`src/hdl/pqas_pkg.sv`:
```
// Types and constants of the PWM and quadrature angle sync core.
package pqas_pkg;

	localparam int ACTION_W = 2;
	localparam int CHAN_W   = 2;
	localparam int RAW_W    = 20;
	localparam int QUAD_W   = 32;
	localparam int ANGLE_W  = 16;
	localparam int ACC_W    = 16;
	localparam int WAIT_W   = 4;
	localparam int OVH_W    = 4;
	localparam int QLOW_W   = 12;
	localparam int CNT_W    = 21;
	localparam int SUM_W    = 22;
	localparam int REM_W    = 23;
	localparam int CFG_IDX_W  = 8;
	localparam int CFG_DATA_W = 20;

	localparam logic [ACTION_W-1:0] ACT_MEAS   = 2'd0;
	localparam logic [ACTION_W-1:0] ACT_SYNCED = 2'd1;
	localparam logic [ACTION_W-1:0] ACT_RAW    = 2'd2;

	localparam logic [CFG_IDX_W-1:0] CFG_MAX_PERIOD = 8'd0;
	localparam logic [CFG_IDX_W-1:0] CFG_OVERHEAD   = 8'd1;
	localparam logic [CFG_IDX_W-1:0] CFG_FIRST_WAIT = 8'd2;
	localparam logic [CFG_IDX_W-1:0] CFG_UNKNOWN_ACC = 8'd3;

	localparam logic [RAW_W-1:0]  RST_MAX_PERIOD  = 20'd312500;
	localparam logic [OVH_W-1:0]  RST_OVERHEAD    = 4'd3;
	localparam logic [WAIT_W-1:0] RST_FIRST_WAIT  = 4'd10;
	localparam logic [ACC_W-1:0]  RST_ACCURACY    = 16'd10000;
	localparam logic [WAIT_W-1:0] RST_WAIT_LEFT   = 4'd3;

	typedef struct packed {
		logic capture;
		logic count;
		logic update;
		logic div_step;
		logic finish;
		logic load;
	} cmd_t;

	typedef struct packed {
		logic needs_div;
		logic out_free;
	} sts_t;

endpackage

```
`src/hdl/pqas_ifs.sv`:
```
// Handshake interfaces for items, results and configuration writes.
interface pqas_item_if;
	logic valid;
	logic ready;
	logic [pqas_pkg::ACTION_W-1:0] action;
	logic [pqas_pkg::CHAN_W-1:0] channel;
	logic [pqas_pkg::RAW_W-1:0] high_raw;
	logic [pqas_pkg::RAW_W-1:0] low_raw;
	logic signed [pqas_pkg::QUAD_W-1:0] quad_count;
	modport source (output valid, action, channel, high_raw, low_raw, quad_count,
		input ready);
	modport sink (input valid, action, channel, high_raw, low_raw, quad_count,
		output ready);
endinterface

interface pqas_res_if;
	logic valid;
	logic ready;
	logic valid_res;
	logic [pqas_pkg::ANGLE_W-1:0] angle_frac;
	logic [pqas_pkg::ACC_W-1:0] accuracy_counts;
	logic synced;
	modport source (output valid, valid_res, angle_frac, accuracy_counts, synced,
		input ready);
	modport sink (input valid, valid_res, angle_frac, accuracy_counts, synced,
		output ready);
endinterface

interface pqas_cfg_if;
	logic valid;
	logic ready;
	logic [pqas_pkg::CFG_IDX_W-1:0] index;
	logic [pqas_pkg::CFG_DATA_W-1:0] data;
	modport source (output valid, index, data, input ready);
	modport sink (input valid, index, data, output ready);
endinterface

```
`src/hdl/pqas_ctrl.sv`:
```
// Sequencing state machine of the angle sync core.
module pqas_ctrl #(
	parameter int ANGLE_BITS = 16
) (
	input  logic            clk,
	input  logic            arst_n,
	input  logic            item_valid,
	output logic            item_ready,
	input  pqas_pkg::sts_t  sts,
	output pqas_pkg::cmd_t  cmd
);

	localparam int DCW = $clog2(ANGLE_BITS);

	localparam logic [2:0] ST_IDLE = 3'd0;
	localparam logic [2:0] ST_CNT  = 3'd1;
	localparam logic [2:0] ST_UPD  = 3'd2;
	localparam logic [2:0] ST_DIV  = 3'd3;
	localparam logic [2:0] ST_FIN  = 3'd4;
	localparam logic [2:0] ST_DONE = 3'd5;

	logic [2:0] state_q, state_d;
	logic [DCW-1:0] step_q, step_d;

	always_comb begin
		state_d = state_q;
		step_d = step_q;
		cmd = '0;
		item_ready = 1'b0;
		unique case (state_q)
			ST_IDLE: begin
				item_ready = 1'b1;
				if (item_valid) begin
					cmd.capture = 1'b1;
					state_d = ST_CNT;
				end
			end
			ST_CNT: begin
				cmd.count = 1'b1;
				state_d = ST_UPD;
			end
			ST_UPD: begin
				cmd.update = 1'b1;
				step_d = '0;
				state_d = sts.needs_div ? ST_DIV : ST_DONE;
			end
			ST_DIV: begin
				cmd.div_step = 1'b1;
				step_d = step_q + 1'b1;
				if (step_q == DCW'(ANGLE_BITS - 1)) begin
					state_d = ST_FIN;
				end
			end
			ST_FIN: begin
				cmd.finish = 1'b1;
				state_d = ST_DONE;
			end
			ST_DONE: begin
				if (sts.out_free) begin
					cmd.load = 1'b1;
					state_d = ST_IDLE;
				end
			end
			default: begin
				state_d = ST_IDLE;
			end
		endcase
	end

	always_ff @(posedge clk or negedge arst_n) begin
		if (!arst_n) begin
			state_q <= ST_IDLE;
			step_q <= '0;
		end else begin
			state_q <= state_d;
			step_q <= step_d;
		end
	end

endmodule

```
`src/hdl/pqas_dp.sv`:
```
// Datapath: channel state, period counts, duty divider and result register.
module pqas_dp #(
	parameter int CHANNELS   = 4,
	parameter int ANGLE_BITS = 16
) (
	input  logic clk,
	input  logic arst_n,
	input  logic [pqas_pkg::ACTION_W-1:0] action,
	input  logic [pqas_pkg::CHAN_W-1:0] channel,
	input  logic [pqas_pkg::RAW_W-1:0] high_raw,
	input  logic [pqas_pkg::RAW_W-1:0] low_raw,
	input  logic signed [pqas_pkg::QUAD_W-1:0] quad_count,
	input  pqas_pkg::cmd_t cmd,
	output pqas_pkg::sts_t sts,
	pqas_res_if.source res,
	pqas_cfg_if.sink cfg
);

	localparam int CH_IW = (CHANNELS > 1) ? $clog2(CHANNELS) : 1;
	localparam int AB = ANGLE_BITS;

	logic [pqas_pkg::RAW_W-1:0] max_period_q;
	logic [pqas_pkg::OVH_W-1:0] overhead_q;
	logic [pqas_pkg::WAIT_W-1:0] first_wait_q;
	logic [pqas_pkg::ACC_W-1:0] unknown_acc_q;

	logic armed_q [CHANNELS];
	logic [pqas_pkg::QUAD_W-1:0] prev_quad_q [CHANNELS];
	logic [pqas_pkg::WAIT_W-1:0] wait_left_q [CHANNELS];
	logic [pqas_pkg::ACC_W-1:0] acc_q [CHANNELS];
	logic [pqas_pkg::RAW_W-1:0] sync_high_q [CHANNELS];
	logic [pqas_pkg::RAW_W-1:0] sync_low_q [CHANNELS];
	logic [pqas_pkg::QLOW_W-1:0] sync_qlow_q [CHANNELS];
	logic [pqas_pkg::RAW_W-1:0] latest_high_q [CHANNELS];
	logic [pqas_pkg::RAW_W-1:0] latest_low_q [CHANNELS];

	logic [pqas_pkg::ACTION_W-1:0] act_q;
	logic [pqas_pkg::CHAN_W-1:0] ch_q;
	logic [pqas_pkg::RAW_W-1:0] hi_q, lo_q;
	logic [pqas_pkg::QUAD_W-1:0] quad_q;
	logic [pqas_pkg::CNT_W-1:0] c1_q, c2_q;
	logic [pqas_pkg::QUAD_W-1:0] dq_q;
	logic res_ok_q;
	logic [pqas_pkg::REM_W-1:0] rem_q;
	logic [pqas_pkg::SUM_W-1:0] den_q;
	logic [AB-1:0] quot_q, angle_q;

	logic out_valid_q;
	logic out_valid_res_q, out_synced_q;
	logic [pqas_pkg::ANGLE_W-1:0] out_angle_q;
	logic [pqas_pkg::ACC_W-1:0] out_acc_q;

	logic [CH_IW-1:0] idx;
	logic ch_ok;
	logic [pqas_pkg::RAW_W-1:0] sel_hi, sel_lo;
	logic cnt_ok;
	logic [pqas_pkg::QUAD_W-1:0] delta;
	logic acc_hit;
	logic [pqas_pkg::REM_W-1:0] rem_sh;
	logic rem_ge;
	logic [pqas_pkg::QLOW_W-1:0] qdiff;

	function automatic logic [pqas_pkg::CNT_W-1:0] period_count(
		input logic [pqas_pkg::RAW_W-1:0] raw,
		input logic [pqas_pkg::RAW_W-1:0] max_p,
		input logic [pqas_pkg::OVH_W-1:0] ovh
	);
		logic [pqas_pkg::CNT_W-1:0] top;
		logic [pqas_pkg::CNT_W-1:0] raw_x;
		top = {1'b0, max_p} + pqas_pkg::CNT_W'(ovh);
		raw_x = {1'b0, raw};
		if (raw == '0 || raw_x >= top) begin
			return '0;
		end
		return top - raw_x;
	endfunction

	assign idx = CH_IW'(ch_q);
	assign ch_ok = (32'(ch_q) < 32'(CHANNELS));

	always_comb begin
		case (act_q)
			pqas_pkg::ACT_SYNCED: begin
				sel_hi = sync_high_q[idx];
				sel_lo = sync_low_q[idx];
			end
			pqas_pkg::ACT_RAW: begin
				sel_hi = latest_high_q[idx];
				sel_lo = latest_low_q[idx];
			end
			default: begin
				sel_hi = hi_q;
				sel_lo = lo_q;
			end
		endcase
	end

	assign cnt_ok = (c1_q != '0) && (c2_q != '0);
	assign delta = dq_q[pqas_pkg::QUAD_W-1] ? (-dq_q) : dq_q;
	assign acc_hit = (delta <= pqas_pkg::QUAD_W'(acc_q[idx]));
	assign rem_sh = {rem_q[pqas_pkg::REM_W-2:0], 1'b0};
	assign rem_ge = (rem_sh >= pqas_pkg::REM_W'(den_q));
	assign qdiff = quad_q[pqas_pkg::QLOW_W-1:0] - sync_qlow_q[idx];

	assign sts.needs_div = ch_ok && cnt_ok &&
		((act_q == pqas_pkg::ACT_RAW) || ((act_q == pqas_pkg::ACT_SYNCED) && armed_q[idx]));
	assign sts.out_free = !out_valid_q || res.ready;

	assign cfg.ready = 1'b1;

	always_ff @(posedge clk or negedge arst_n) begin
		if (!arst_n) begin
			max_period_q <= pqas_pkg::RST_MAX_PERIOD;
			overhead_q <= pqas_pkg::RST_OVERHEAD;
			first_wait_q <= pqas_pkg::RST_FIRST_WAIT;
			unknown_acc_q <= pqas_pkg::RST_ACCURACY;
		end else if (cfg.valid) begin
			unique case (cfg.index)
				pqas_pkg::CFG_MAX_PERIOD: max_period_q <= cfg.data;
				pqas_pkg::CFG_OVERHEAD: overhead_q <= cfg.data[pqas_pkg::OVH_W-1:0];
				pqas_pkg::CFG_FIRST_WAIT: first_wait_q <= cfg.data[pqas_pkg::WAIT_W-1:0];
				pqas_pkg::CFG_UNKNOWN_ACC: unknown_acc_q <= cfg.data[pqas_pkg::ACC_W-1:0];
				default: begin
				end
			endcase
		end
	end

	always_ff @(posedge clk or negedge arst_n) begin
		if (!arst_n) begin
			for (int i = 0; i < CHANNELS; i++) begin
				armed_q[i] <= 1'b0;
				prev_quad_q[i] <= '0;
				wait_left_q[i] <= pqas_pkg::RST_WAIT_LEFT;
				acc_q[i] <= pqas_pkg::RST_ACCURACY;
				sync_high_q[i] <= '0;
				sync_low_q[i] <= '0;
				sync_qlow_q[i] <= '0;
				latest_high_q[i] <= '0;
				latest_low_q[i] <= '0;
			end
		end else if (cmd.update && ch_ok && act_q == pqas_pkg::ACT_MEAS) begin
			latest_high_q[idx] <= hi_q;
			latest_low_q[idx] <= lo_q;
			if (!cnt_ok) begin
				armed_q[idx] <= 1'b0;
				acc_q[idx] <= unknown_acc_q;
			end else if (!armed_q[idx]) begin
				armed_q[idx] <= 1'b1;
				prev_quad_q[idx] <= quad_q;
				wait_left_q[idx] <= first_wait_q;
			end else begin
				prev_quad_q[idx] <= quad_q;
				if (wait_left_q[idx] != '0) begin
					wait_left_q[idx] <= wait_left_q[idx] - 1'b1;
				end else if (acc_hit) begin
					sync_high_q[idx] <= hi_q;
					sync_low_q[idx] <= lo_q;
					sync_qlow_q[idx] <= quad_q[pqas_pkg::QLOW_W-1:0];
					acc_q[idx] <= delta[pqas_pkg::ACC_W-1:0];
				end
			end
		end
	end

	always_ff @(posedge clk) begin
		if (cmd.capture) begin
			act_q <= action;
			ch_q <= channel;
			hi_q <= high_raw;
			lo_q <= low_raw;
			quad_q <= quad_count;
		end
		if (cmd.count) begin
			c1_q <= period_count(sel_hi, max_period_q, overhead_q);
			c2_q <= period_count(sel_lo, max_period_q, overhead_q);
			dq_q <= quad_q - prev_quad_q[idx];
		end
		if (cmd.update) begin
			res_ok_q <= sts.needs_div;
			rem_q <= pqas_pkg::REM_W'(c1_q);
			den_q <= pqas_pkg::SUM_W'(c1_q) + pqas_pkg::SUM_W'(c2_q);
			quot_q <= '0;
		end
		if (cmd.div_step) begin
			rem_q <= rem_ge ? (rem_sh - pqas_pkg::REM_W'(den_q)) : rem_sh;
			quot_q <= {quot_q[AB-2:0], rem_ge};
		end
		if (cmd.finish) begin
			if (act_q == pqas_pkg::ACT_SYNCED) begin
				angle_q <= quot_q + (AB'(qdiff) << (AB - pqas_pkg::QLOW_W));
			end else begin
				angle_q <= quot_q;
			end
		end
		if (cmd.load) begin
			out_valid_res_q <= res_ok_q;
			out_angle_q <= res_ok_q ? pqas_pkg::ANGLE_W'(angle_q) : '0;
			out_acc_q <= ch_ok ? acc_q[idx] : '0;
			out_synced_q <= ch_ok ? armed_q[idx] : 1'b0;
		end
	end

	always_ff @(posedge clk or negedge arst_n) begin
		if (!arst_n) begin
			out_valid_q <= 1'b0;
		end else if (cmd.load) begin
			out_valid_q <= 1'b1;
		end else if (res.ready) begin
			out_valid_q <= 1'b0;
		end
	end

	assign res.valid = out_valid_q;
	assign res.valid_res = out_valid_res_q;
	assign res.angle_frac = out_angle_q;
	assign res.accuracy_counts = out_acc_q;
	assign res.synced = out_synced_q;

endmodule

```
`src/hdl/pwm_quadrature_angle_sync_core.sv`:
```
// Top level of the PWM and quadrature angle sync core.
// A query that needs the duty divider steps through the capture, count, update, divide,
// finish and done states; measurements, unused actions and invalid queries go from update to done.
// One item is in work at a time: the next beat is taken in the cycle after the result is
// registered, and a divided query runs the one-bit-a-cycle restoring divider over all
// ANGLE_BITS quotient bits. The done state waits until the output register is free.
// Reset is asynchronous and active low; it resets all channel state and loads the
// register defaults.
module pwm_quadrature_angle_sync_core #(
	parameter int CHANNELS   = 4,
	parameter int ANGLE_BITS = 16
) (
	input logic clk,
	input logic arst_n,
	pqas_item_if.sink item,
	pqas_res_if.source res,
	pqas_cfg_if.sink cfg
);

	pqas_pkg::cmd_t cmd;
	pqas_pkg::sts_t sts;
	logic item_ready;

	assign item.ready = item_ready;

	pqas_ctrl #(
		.ANGLE_BITS(ANGLE_BITS)
	) u_ctrl (
		.clk(clk),
		.arst_n(arst_n),
		.item_valid(item.valid),
		.item_ready(item_ready),
		.sts(sts),
		.cmd(cmd)
	);

	pqas_dp #(
		.CHANNELS(CHANNELS),
		.ANGLE_BITS(ANGLE_BITS)
	) u_dp (
		.clk(clk),
		.arst_n(arst_n),
		.action(item.action),
		.channel(item.channel),
		.high_raw(item.high_raw),
		.low_raw(item.low_raw),
		.quad_count(item.quad_count),
		.cmd(cmd),
		.sts(sts),
		.res(res),
		.cfg(cfg)
	);

endmodule

```
`src/flat_wrapper.sv`:
```
// flat-port wrapper written by rule: the top's interface ports become plain ports
module pwm_quadrature_angle_sync_core_flat 
#(
	parameter int CHANNELS   = 4,
	parameter int ANGLE_BITS = 16
)
  (clk, arst_n, item_valid, item_action, item_channel, item_high_raw, item_low_raw, item_quad_count, item_ready, res_valid, res_valid_res, res_angle_frac, res_accuracy_counts, res_synced, res_ready, cfg_valid, cfg_index, cfg_data, cfg_ready);
  pqas_item_if item_i ();
  pqas_res_if res_i ();
  pqas_cfg_if cfg_i ();
  input logic clk;
  input logic arst_n;
  input wire logic [$bits(item_i.valid)-1:0] item_valid;
  input wire logic [$bits(item_i.action)-1:0] item_action;
  input wire logic [$bits(item_i.channel)-1:0] item_channel;
  input wire logic [$bits(item_i.high_raw)-1:0] item_high_raw;
  input wire logic [$bits(item_i.low_raw)-1:0] item_low_raw;
  input wire logic [$bits(item_i.quad_count)-1:0] item_quad_count;
  output wire logic [$bits(item_i.ready)-1:0] item_ready;
  output wire logic [$bits(res_i.valid)-1:0] res_valid;
  output wire logic [$bits(res_i.valid_res)-1:0] res_valid_res;
  output wire logic [$bits(res_i.angle_frac)-1:0] res_angle_frac;
  output wire logic [$bits(res_i.accuracy_counts)-1:0] res_accuracy_counts;
  output wire logic [$bits(res_i.synced)-1:0] res_synced;
  input wire logic [$bits(res_i.ready)-1:0] res_ready;
  input wire logic [$bits(cfg_i.valid)-1:0] cfg_valid;
  input wire logic [$bits(cfg_i.index)-1:0] cfg_index;
  input wire logic [$bits(cfg_i.data)-1:0] cfg_data;
  output wire logic [$bits(cfg_i.ready)-1:0] cfg_ready;
  assign item_i.valid = item_valid;
  assign item_i.action = item_action;
  assign item_i.channel = item_channel;
  assign item_i.high_raw = item_high_raw;
  assign item_i.low_raw = item_low_raw;
  assign item_i.quad_count = item_quad_count;
  assign item_ready = item_i.ready;
  assign res_valid = res_i.valid;
  assign res_valid_res = res_i.valid_res;
  assign res_angle_frac = res_i.angle_frac;
  assign res_accuracy_counts = res_i.accuracy_counts;
  assign res_synced = res_i.synced;
  assign res_i.ready = res_ready;
  assign cfg_i.valid = cfg_valid;
  assign cfg_i.index = cfg_index;
  assign cfg_i.data = cfg_data;
  assign cfg_ready = cfg_i.ready;
  pwm_quadrature_angle_sync_core #(.CHANNELS(CHANNELS), .ANGLE_BITS(ANGLE_BITS)) u_core (.clk(clk), .arst_n(arst_n), .item(item_i), .res(res_i), .cfg(cfg_i));
endmodule
```
`config.mk`:
```
export PLATFORM = sky130hd
export DESIGN_NAME = pwm_quadrature_angle_sync_core_flat
export DESIGN_NICKNAME = d
export VERILOG_FILES = /design/src/hdl/pqas_pkg.sv /design/src/hdl/pqas_ifs.sv /design/src/hdl/pqas_ctrl.sv /design/src/hdl/pqas_dp.sv /design/src/hdl/pwm_quadrature_angle_sync_core.sv /design/src/flat_wrapper.sv
export SDC_FILE = /design/constraint.sdc
export NUM_CORES = 2
export LEC_CHECK = 0
export BUFFER_PORTS_ARGS = -buffer_cell sky130_fd_sc_hd__buf_2
export CORE_ASPECT_RATIO = 0.7
export CORE_MARGIN = 10
export CORE_UTILIZATION = 33
export CTS_CLUSTER_SIZE = 10
export DETAILED_ROUTE_END_ITERATION = 8
export MAX_ROUTING_LAYER = met4
export PLACE_DENSITY = 0.48
export SKIP_LAST_GASP = 1
export SLEW_MARGIN = 25
export SYNTH_ARGS = -nofsm -noshare
export SYNTH_HDL_FRONTEND = slang
export SYNTH_SLANG_ARGS = --single-unit
```
`constraint.sdc`:
```
create_clock -name clk -period 18.5 [get_ports clk]
set_input_delay 1.85 -clock clk [delete_from_list [all_inputs] [get_ports clk]]
set_output_delay 1.85 -clock clk [all_outputs]
set_load 0.02 [all_outputs]
```
# Word-level counts from Yosys, hierarchy flattened
# Index checks and enable logic that the tools add are counted.
dict set report op_classes {
  add_sub_neg 11
  order_cmp 6
  n_eq_ne 19
  n_mux 91
  bitwise_logic 5
  n_reduce_logical 31
}
# operator n
set op_table {}
lappend op_table {{$bwmux 80} 4}
lappend op_table {{$mux 64} 4}
lappend op_table {{$mux 20} 9}
lappend op_table {{$bmux 20 s2} 4}
lappend op_table {{$bwmux 128} 1}
lappend op_table {{$bwmux 64} 2}
lappend op_table {{$mux 16} 8}
lappend op_table {{$mux 32} 4}
lappend op_table {{$mux 21} 4}
lappend op_table {{$pmux 20 s2} 2}
lappend op_table {{$mux 22} 3}
lappend op_table {{$bmux 32 s2} 1}
lappend op_table {{$demux 32 s2} 1}
lappend op_table {{$bwmux 48} 1}
lappend op_table {{$ge 20x21->1} 2}
lappend op_table {{$reduce_bool 21->1} 2}
lappend op_table {{$sub 21x20->21} 2}
lappend op_table {{$demux 20 s2} 1}
lappend op_table {{$logic_not 20->1} 2}
lappend op_table {{$mux 12} 3}
lappend op_table {{$bmux 16 s2} 1}
lappend op_table {{$bwmux 16} 2}
lappend op_table {{$demux 16 s2} 1}
lappend op_table {{$le 32x16->1} 1}
lappend op_table {{50 further kinds} 98}
dict set report word_totals {
  reg_bits 893
  input_bits 109
  output_inout_bits 37
  word_cells 223
}

# Longest topological paths before layout
dict set report logic_depth {
  ltp_word 10
  mapped_depth 26
  ltp_nobuf 19
}

# Hierarchy
# Synthesis repeated with hierarchy kept, for this count alone.
dict set report unflattened {
  cells_unflattened 3306
  area_unflattened_um2 44969.4
}
# module n_inst cells_each area_each_um2 seq_area_each_um2
set by_module_without_submodules {}
lappend by_module_without_submodules {pqas_dp 1 3258 44544.0 23533.8}
lappend by_module_without_submodules {pqas_ctrl 1 48 425.4 175.2}

# Least setup slack after synthesis
# OpenSTA, ideal clock, no wires.
dict set report synth_path {
  path_type {flip-flop to flip-flop}
  startpoint {reg u_core.u_ctrl.state_q[0]}
  endpoint {reg u_core.u_dp.c1_q[0] (netlist bit) (enable)}
  setup_time_ns 0.600
  t_arrival_ns 5.628
  t_required_ns 17.900
  path_slack_ns 12.272
  path_stages_with_launch 3
  path_buffers 0
  period_less_slack_ns 6.228
  path_cell_list {dfrtp_1 -> inv_1 -> nor3_1}
}
dict set report synth_via {
  elab_chain_len 2
}
# item line
set synth_rtl {}
lappend synth_rtl {{start, declared} pqas_ctrl.sv:22} ;# logic [2:0] state_q, state_d;
lappend synth_rtl {{start signal, assigned} pqas_ctrl.sv:75} ;# state_q <= state_d;
lappend synth_rtl {{$eq 3x1->1} pqas_ctrl.sv:30} ;# unique case (state_q)
lappend synth_rtl {{$mux 1} pqas_ctrl.sv:30}
lappend synth_rtl {{end signal, assigned} pqas_dp.sv:175} ;# c1_q <= period_count(sel_hi, max_period_q, overhead_q);
lappend synth_rtl {{end, declared} pqas_dp.sv:41} ;# logic [pqas_pkg::CNT_W-1:0] c1_q, c2_q;
# Every way passes these cells.
# A chain may end at the register's enable or synchronous reset.

# Worst setup path after layout
dict set report layout_path {
  startpoint {reg u_core.u_dp.dq_q[3] (netlist bit)}
  endpoint {reg u_core.u_dp.sync_high_q[54] (netlist bit)}
}
dict set report layout_via {
  elab_chain_len 4
}
# item line
set layout_rtl {}
lappend layout_rtl {{start, declared} pqas_dp.sv:42} ;# logic [pqas_pkg::QUAD_W-1:0] dq_q;
lappend layout_rtl {{start signal, assigned} pqas_dp.sv:177} ;# dq_q <= quad_q - prev_quad_q[idx];
lappend layout_rtl {{$neg 32->32} pqas_dp.sv:99} ;# assign delta = dq_q[pqas_pkg::QUAD_W-1] ? (-dq_q) : dq_q;
lappend layout_rtl {{$mux 32 (*)} pqas_dp.sv:99}
lappend layout_rtl {{$le 32x16->1 (*)} pqas_dp.sv:100} ;# assign acc_hit = (delta <= pqas_pkg::QUAD_W'(acc_q[idx]));
lappend layout_rtl {{$reduce_and 5->1 (no line) (*)} -}
lappend layout_rtl {{end signal, assigned by index} pqas_dp.sv:157} ;# sync_high_q[idx] <= hi_q;
lappend layout_rtl {{end, declared} pqas_dp.sv:31} ;# logic [pqas_pkg::RAW_W-1:0] sync_high_q [CHANNELS];
# Every way passes the cells marked *; elsewhere a longest branch is shown, timed or not.

==> results.md <==
| Step | Metric | This run |
|---|---|---|
| floorplanning | Chip Height | 335 um |
| clock tree | Clk sink count | 893 |
| layout | Final Instance Count excl. Fillers | 5,766 |
| sta | Skew final | 90.8 ps |
| layout | Proportion of layout cells with a drive suffix above 1 | 0.302 |
| setup path | Critical path buffer and inverter count | 1 |
| floorplanning | Initial cell density of the core | 0.332 |
| setup path | Largest incremental delay on the critical path | 890 ps |
| route | DR DRC count | 0 |
| placed design | Placed wire-length estimate | 88,700 um |
| synth | Net count after synthesis | 3,949 |
| layout | Count of filler cells inserted in the layout | 13,652 |
| setup path | Endpoint arrival time on the critical path | 7030 ps |
| synth | Post-synth cell types | 87 |
| setup path | Start point of the critical path | u_core.u_dp.dq_q[3]$_DFFE_PP_ |
| sta | Measured slew at the worst slew-check pin | 1130 ps |
| synth | Post-synthesis async set-or-reset flop share | 0.708 |
| sta | Number of failing hold endpoints at the final stage | 0 |
| clock tree | CTS tree | done |
| sta | Tmin final | 6410 ps |
| route | Count of vias placed by the detailed router | 30,211 |
| setup path | Worst Setup Start Kind | register |
| setup path | CP top delay family | simple AND/OR/NAND/NOR gates |
| clock tree | Max clock buf depth | 3 |
| floorplanning | Area of the core | 140,000 um2 |
| clock tree | # hold bufs at CTS | 0 |
| synth | Number of standard cells after synthesis | 3,669 |
| power | Max IR drop VDD | 0.0870 mV |
| layout | Total number of nets in the final design | 4,089 |
| route | Number of vias per cell after detailed routing | 5.24 |
| floorplanning | Number of placement rows | 115 |
| clock tree | Buffers inserted during post-CTS setup optimization | 0 |
| sta | Final setup slack of the worst path | 12,090 ps |
| layout | Area growth, synth to finish | 12.8% |
| sta | Fmax | 156 MHz |
| route | Routed wire length per instance | 23.1 um |
| global route | All-Layer GR Usage | 0.171 |
| synth | Number of register bits inferred by synthesis | 893 |
| power | Pwr Density | 144 nW/um2 |
| layout | Multi-input gate area | 21,700 um2 |
| setup path | CP cell instances | nor4_4 > nand3_4 > o41ai_1 > xnor2_1 > ha_1 > a21o_1 > a21o_1 > a211oi_1 > o211ai_1 > a211oi_2 > nand3_4 > nor3_4 > buf_4 > mux2_2 |
| synth | Main flop type after synthesis | dfrtp_1 |
| sta | Max-slew violation count | 0 |
| setup path | CP endpoint kind | register |
| floorplanning | Die area | 157,000 um2 |
| setup path | Slowest cell on the critical path | nor3_4 |
| route | Number of nets with antenna violations after detailed routing | 0 |
| clock tree | Number of buffers inserted during clock tree synthesis | 102 |
| power | Design Power | 7600 uW |
| global route | First-pass GRT wire length | 202,000 um |
| global route | Final global-route overflow total | 0 |
| placed design | Placed cell count | 5,576 |
| synth | Share of synthesized area occupied by flip-flops and latches | 0.508 |
| floorplanning | Num ports | 146 |
| layout | Utilization after layout | 0.375 |
| setup path | Critical path class | reg2reg |
| run status | Outcome | finished clean |
| hold path | Hold path start | u_core.u_dp.quot_q[2]$_SDFFCE_PN0P_ |
| placed design | Final estimated routing congestion in global placement | 0.862 |
| clock tree | Clock-pin slew on the worst setup and hold paths | 60 ps |
| clock tree | Root Buffer | clkbuf_16 |
| sta | Share of the cycle needed by the critical path after routing | 0.347 |
| clock tree | Post-cts sizing count | 0 |
| setup path | Worst R2R Start | u_core.u_dp.dq_q[3]$_DFFE_PP_ |
| synth | Number of synthesis warnings | 0 |
| clock tree | Clock latency reported for the late side of the worst-skew pair | 760 ps |
| synth | Synth Area per Inst | 12.7 um2 |
| global route | Number of antenna violations at the first check in global routing | 4 |
| setup path | Worst EP required | 19,110 ps |
| flow run | Number of maximum-capacitance violations | 0 |
| route | Routed WL | 133,000 um |
| route | Number of DRC violations after detailed-routing iteration 0 | 2,344 |
| sta | RSZ-0062 raised after global routing | false |
| global route | Number of global-route vias before repair | 30,110 |
| layout | Area taken by flip-flops and latches | 23,700 um2 |
| setup path | Max Fanout on Critical Path | 41 |
| sta | Number of setup violations in the final report | 0 |
| synth | Netlist area before placement | 46,700 um2 |
| clock tree | Depth of the CTS H-tree | 3 |
| sta | Final sum of negative setup slack | 0 ps |
| synth | Count of flip-flops with a built-in enable after synthesis | 261 |
| power | Leakage power summed over all cells | 0.0231 uW |
| global route | Largest net degree at the start of global routing | 147 |
| placed design | IO buf count | 144 |
| sta | Relative slew margins | 0.237 |
| route | Drt pass-1 iters | 6 |
| floorplanning | Die W | 470 um |
| hold path | Hold Path Class | reg2reg |
| placed design | Worst slack, placed | 12,150 ps |
## path summary, 6_finish.rpt
path / slack, ps / endpoint / cells past startpoint
worst min register to register: 460 / u_core.u_dp.angle_q[2]$_DFFE_PP_ / 0
worst max register to register: 12090 / u_core.u_dp.sync_high_q[54]$_DFFE_PN0P_ / 14
min in group asynchronous: 1120 / u_core.u_dp.prev_quad_q[56]$_DFFE_PN0P_ / 1
max in group asynchronous: 14190 / u_core.u_dp.unknown_acc_q[15]$_DFFE_PN0P_ / 4
worst min-delay path: 460 / u_core.u_dp.angle_q[2]$_DFFE_PP_ / 0
worst max-delay path: 12090 / u_core.u_dp.sync_high_q[54]$_DFFE_PN0P_ / 14
## sequential cells by signal (all words and copies together) (netlist names), 16 cells and up, named ones only
| signal | cells |
|---|---|
| u_core.u_dp.acc_q | 64 |
| u_core.u_dp.angle_q | 16 |
| u_core.u_dp.c1_q | 21 |
| u_core.u_dp.c2_q | 21 |
| u_core.u_dp.den_q | 22 |
| u_core.u_dp.dq_q | 32 |
| u_core.u_dp.hi_q | 20 |
| u_core.u_dp.latest_high_q | 80 |
| u_core.u_dp.latest_low_q | 80 |
| u_core.u_dp.lo_q | 20 |
| u_core.u_dp.max_period_q | 20 |
| u_core.u_dp.prev_quad_q | 128 |
| u_core.u_dp.quad_q | 32 |
| u_core.u_dp.quot_q | 16 |
| u_core.u_dp.rem_q | 22 |
| u_core.u_dp.res.accuracy_counts | 16 |
| u_core.u_dp.res.angle_frac | 16 |
| u_core.u_dp.sync_high_q | 80 |
| u_core.u_dp.sync_low_q | 80 |
| u_core.u_dp.sync_qlow_q | 48 |
| u_core.u_dp.unknown_acc_q | 16 |
| u_core.u_dp.wait_left_q | 16 |
## Yosys cell counts, types with 42 or more instances
cell / n / area share
nand3_1: 46 / 0.0049
a22oi_1: 104 / 0.017
mux4_2: 145 / 0.070
ha_1: 163 / 0.044
clkbuf_1: 92 / 0.0074
xnor2_1: 97 / 0.018
edfxtp_1: 261 / 0.17
dfrtp_1: 587 / 0.31
mux2_2: 604 / 0.15
a21oi_1: 100 / 0.011
inv_1: 148 / 0.012
nand2_1: 325 / 0.026
a21o_1: 43 / 0.0069
dfstp_2: 45 / 0.025
xor2_1: 42 / 0.0079
nor3_1: 53 / 0.0057
nor2_1: 157 / 0.013
o21ai_0: 116 / 0.012
mux2_1: 42 / 0.010
## cell usage in the layout, fill, tap and decap left out, types with 19 or more instances in the layout
cell	n
edfxtp_1	261
xor2_1	42
a22oi_1	104
nand4_1	27
inv_1	148
a21o_1	43
dfstp_2	45
ha_1	160
clkbuf_1	67
nand3_1	45
a31oi_1	23
xnor2_1	97
and3_1	35
mux4_2	145
nand2_1	320
and2_1	29
a21oi_1	100
o21bai_1	22
dfrtp_1	587
nor3_1	52
clkbuf_16	103
o21ai_0	111
buf_4	52
nand2b_1	23
mux2_2	604
mux2_1	42
o211ai_1	19
nor2_1	147
nor2b_1	20
buf_2	143
## power breakdown
group | switching (uW) | total [uW] | internal, uW
logic | 1570 | 2710 | 1150
registers | 356 | 2960 | 2610
clock network | 863 | 1920 | 1060
total | 2780 | 7600 | 4810
## metrics by stage
step           hold slack (ps)  instance area (um2)
2_1_floorplan              418                46700
3_3_place_gp               442                49500
3_5_place_dp               439                49500
4_1_cts                    453                52600
5_1_grt                    477                52700
6_report                   456                52700
## metal layers
metal / track usage / vias up / wire length, um
li1: - / 13895 / -
met1: 0.264 / 15544 / 71200
met2: 0.232 / 606 / 53500
met3: 0.0278 / 166 / 5590
met4: 0.0357 / 0 / 2810
met5: - / - / 0
## worst register-to-register path: cells and delay by family, from the launching register on
kind	cells	cell delay, ps
buffers and inverters	1	730
AOI/OAI and AO/OA	6	1790
adders and majority gates	1	340
xor gates and xnor gates	1	320
DFF	1	480
and+or+nand+nor	4	2160
muxes	1	500
## final cells by class
| type | count | area share |
|---|---|---|
| Sequential cell | 893 | 0.450 |
| Multi-Input combinational cell | 2462 | 0.412 |
| Clock buffer | 173 | 0.0545 |
| Tap cell | 1872 | 0.0445 |
| Timing Repair Buffer | 201 | 0.0233 |
| Inverter | 149 | 0.0106 |
| Clock inverter | 12 | 0.00421 |
| Antenna cell | 4 | 0.000190 |
## cells by family after synthesis
family,share of synthesized area
buf+inv,0.0294
fa+ha+maj,0.0471
compound gates,0.0777
mux,0.229
xor+xnor,0.0261
other cells,0.0000803
flops,0.508
simple gates,0.0828
No activity file was read; power rests on OpenSTA's default activity.
